[src/hdl/dht_mod.sv]
`default_nettype none
// ----------------------------------------------------------------------------
// dht_mod
// Bit-serial restoring remainder unit, one dividend bit per cycle.
// ----------------------------------------------------------------------------
module dht_mod #(
	parameter int NUM_W = 16,
	parameter int DEN_W = 10
) (
	input  wire logic             clk,
	input  wire logic             arst_n,
	input  wire logic             start,
	input  wire logic [NUM_W-1:0] num,
	input  wire logic [DEN_W-1:0] den,
	output      logic             done,
	output      logic [DEN_W-1:0] rem
);

	localparam int CNT_W = $clog2(NUM_W + 1);

	logic [NUM_W-1:0] num_q;
	logic [DEN_W-1:0] den_q;
	logic [DEN_W-1:0] rem_q;
	logic [CNT_W-1:0] cnt_q;
	logic             run_q;
	logic             done_q;
	logic [DEN_W:0]   trial;
	logic [DEN_W:0]   diff;

	assign trial = {rem_q, num_q[NUM_W-1]};
	assign diff  = trial - {1'b0, den_q};

	always_ff @(posedge clk or negedge arst_n) begin
		if (!arst_n) begin
			run_q  <= 1'b0;
			done_q <= 1'b0;
		end else begin
			done_q <= 1'b0;
			if (start) begin
				run_q <= 1'b1;
			end else if (run_q && cnt_q == CNT_W'(1)) begin
				run_q  <= 1'b0;
				done_q <= 1'b1;
			end
		end
	end

	always_ff @(posedge clk) begin
		if (start) begin
			num_q <= num;
			den_q <= den;
			rem_q <= '0;
			cnt_q <= CNT_W'(NUM_W);
		end else if (run_q) begin
			num_q <= num_q << 1;
			cnt_q <= cnt_q - CNT_W'(1);
			if (trial >= {1'b0, den_q}) begin
				rem_q <= diff[DEN_W-1:0];
			end else begin
				rem_q <= trial[DEN_W-1:0];
			end
		end
	end

	assign done = done_q;
	assign rem  = rem_q;

endmodule

`default_nettype wire

[config.mk]
export PLATFORM = sky130hd
export DESIGN_NAME = dht_mod
export DESIGN_NICKNAME = d
export VERILOG_FILES = /design/src/hdl/dht_mod.sv
export SDC_FILE = /design/constraint.sdc
export NUM_CORES = 1
export LEC_CHECK = 0
export BUFFER_PORTS_ARGS = -buffer_cell sky130_fd_sc_hd__buf_2
export CORE_MARGIN = 4
export CORE_UTILIZATION = 50
export CTS_CLUSTER_DIAMETER = 150
export CTS_CLUSTER_SIZE = 24
export DETAILED_ROUTE_END_ITERATION = 12
export HOLD_SLACK_MARGIN = 0.15
export PLACE_DENSITY = 0.79
export SLEW_MARGIN = 20
export SYNTH_ARGS = -nofsm -noshare
export SYNTH_HDL_FRONTEND = slang
export SYNTH_SLANG_ARGS = --single-unit
[constraint.sdc]
create_clock -name clk -period 2.9 [get_ports clk]
set_input_delay 0.29 -clock clk [delete_from_list [all_inputs] [get_ports clk]]
set_output_delay 0.29 -clock clk [all_outputs]
set_load 0.05 [all_outputs]
==> summary.md <==
| Metric | Value |
|---|---|
| Commonest non-fill, non-tap cell in the layout | buf_2 |
| Yosys warns | 0 |
| CP max stage delay | 390 ps |
| TritonRoute pass-1 iters | 4 |
| CTS resizes | 0 |
| CP bufs+invs | 2 |
| Mapped Area | 2210 sq um |
| Crit Path Class | reg -> reg |
| Hold violation total from the final report | 0 |
| Crit path time final | 2390 ps |
| RSZ-0062 raised after global routing | false |
| GR Util met3 | 0.0527 |
| Total CTS buffers | 5 |
| Starting DRT DRC Count | 87 |
| Critical-path cell list | ha_1, a21oi_1, inv_1, o31ai_4, a41oi_2, buf_4, nor3b_1, nor4_2 |
| Number of flops mapped to enable cells by yosys | 26 |
| Worst path arrival time | 2570 ps |
| Crit end category | register |
| Input/output buffers | 39 |
| Leakage power | 1.15 nW |
| Initial antenna violation count | 0 |
| Worst IR drop on VDD | 0.000430 V |
| Met2 Usage GRT | 0.264 |
| Synth unique cells | 42 |
| Relative slew slack | 0.595 |
| Row cnt | 23 |
| Syn nets | 230 |
| Vias in the first global route | 1487 |
| Final Setup Violations | 0 |
| Die area | 5560 sq um |
| Via/cell ratio | 5.35 |
| Die W | 74.5 um |
| FFs w/ async S/R, synth | 0.0465 |
| Post-route ant nets | 0 |
| Drt total wl | 4240 um |
| Clock Skews | 9.73 ps |
| Starting Density | 0.534 |
| Fin nets | 277 |
| DRC viols | 0 |
| Max cap viols | 0 |
| Crit-path max FO | 6 |
| Area grow syn2layout | 19.3% |
| Core Region | 4140 sq um |
| Max Slew Vio Count | 0 |
| DR WL/cell | 14.8 um |
| Clock transition at path regs | 90 ps |
| Worst Tran Pin Value | 607 ps |
| PwrDens | 904 nW/um^2 |
| Final period utilization | 0.825 |
| Final core utilization | 0.637 |
| Placer Congestion | 0.902 |
| Clk buf depth | 2 |
| Avg Cell Area, Syn | 11.8 sq um |
| Worst Hold Class | in -> reg |
| Ys flop type | edfxtp_1 |
| Ant diodes | 0 |
| M1 GR Usage | 0.225 |
| First-pass GRT wire length | 7040 um |
| Gr ovfl total | 0 |
| Slowest-stage cell, CP | ha_1 |
| CTS H-tree depth | 2 |
| Die height | 74.5 um |
| Post-Synthesis Cells | 188 |
| GRT Total Usage | 0.169 |
| Fmax | 418 MHz |
| Vias | 1530 |
| Root Buffer | clkbuf_8 |
| Startpoint types | register |
| Num Clock Sinks | 43 |
| CTS tree | done |
| Top Usage Layer GRT | met2 |
| DP Wirelength | 2940 um |
| Yosys reg bits | 43 |
| Hold_ws | 160 ps |
| Setup TNS | 0 ps |
| Share of cells above drive strength 1 | 0.263 |
| Crit path max-delay family | compound AO/OA/AOI/OAI gates |
| Register area share after synthesis | 0.511 |
| Status | finished clean |
| Clk_lat worst skew | 300 ps |
| Largest net degree at the start of global routing | 41 |
| Required time worst endpoint | 3080 ps |
| Num ports | 40 |
| Most frequent cells in the layout | buf_2, edfxtp_1, nor2_1 |
-- synth_stat cells (2+ instances only) --
cell type	number	area [sq um]
nor4b_1	2	17.5
mux2_1	12	135
ha_1	12	150
buf_1	4	15.0
a211oi_1	6	45.0
a211oi_2	2	25.0
mux2_2	4	45.0
nor3_1	2	10.0
a21oi_1	6	30.0
a21o_1	3	22.5
xor2_1	4	35.0
o21ai_1	3	15.0
mux2i_1	6	60.1
dfxtp_1	15	300
nor3b_1	2	15.0
xnor2_1	6	52.6
dfrtp_1	2	50.1
nand2_1	9	33.8
inv_1	17	63.8
nor2_1	20	75.1
nand4_1	2	12.5
edfxtp_1	26	781
nand2b_1	4	25.0
-- area by class of cell --
type | count | area [sq um]
repair buffers | 46 | 258
clock inverters | 3 | 67.6
multi-input cells | 122 | 988
inverters | 17 | 63.8
well taps | 50 | 62.6
fillers | 360 | 1500
clock buffers | 5 | 68.8
flip-flops and latches | 43 | 1130
-- what timing repair did --
action,4_1_cts,5_1_grt
setup buffers,0,0
endpoints found under the hold margin,2,3
hold buffers,1,3
endpoints found under the setup margin,0,0
-- report_power, final --
part / switching, mW / total [mW] / internal [mW] / leakage, nW
logic: 0.584 / 0.953 / 0.369 / 0.671
registers: 0.0913 / 0.874 / 0.783 / 0.415
clock network: 0.215 / 0.558 / 0.343 / 0.0644
-- per-stage QoR --
stage	total power [mW]	setup slack, ps	cell area (sq um)	std cells
after floorplan	1.63	576	2210	188
after CTS	2.39	561	2610	283
final	2.39	507	2640	286
after global placement	1.81	659	2460	274
after detailed placement	1.82	606	2460	274
after global routing	2.53	381	2640	286
-- layer usage --
metal  share of wire  up-vias  wire length (um)
li1                -      766                 -
met1            0.45      714              1920
met2            0.47       42              2000
met3           0.057        8               240
met4           0.018        0                78
met5               0        -                 0
-- registers in the layout (all words and copies together), names as in the netlist --
signal	cells
num_q	16
den_q	10
rem	10
cnt_q	5
done	1
run_q	1
-- path summary, 6_finish.rpt --
| kind | start | end | slack, ps | depth (start not counted) |
|---|---|---|---|---|
| max in group asynchronous | arst_n | run_q | 2500 | 2 |
| min reg2reg | cnt_q[3] | done | 500 | 1 |
| min | den[4] | den_q[4] | 160 | 1 |
| max reg2reg | rem[5] | rem[7] | 510 | 8 |
| min in group asynchronous | arst_n | done | 300 | 2 |
| max | rem[5] | rem[7] | 510 | 8 |
-- cells by family (layout without fill, tap and decap cells) --
kind of cell,after synthesis,after routing,synth area share
AOI/OAI and AO/OA,31,31,0.118
and+or+nand+nor,46,46,0.103
adders and majority gates,13,13,0.0769
xor gates and xnor gates,10,10,0.0396
DFF,43,43,0.511
muxes,22,22,0.109
buffers and inverters,23,71,0.0424
No activity file was read; power rests on OpenSTA's default activity.
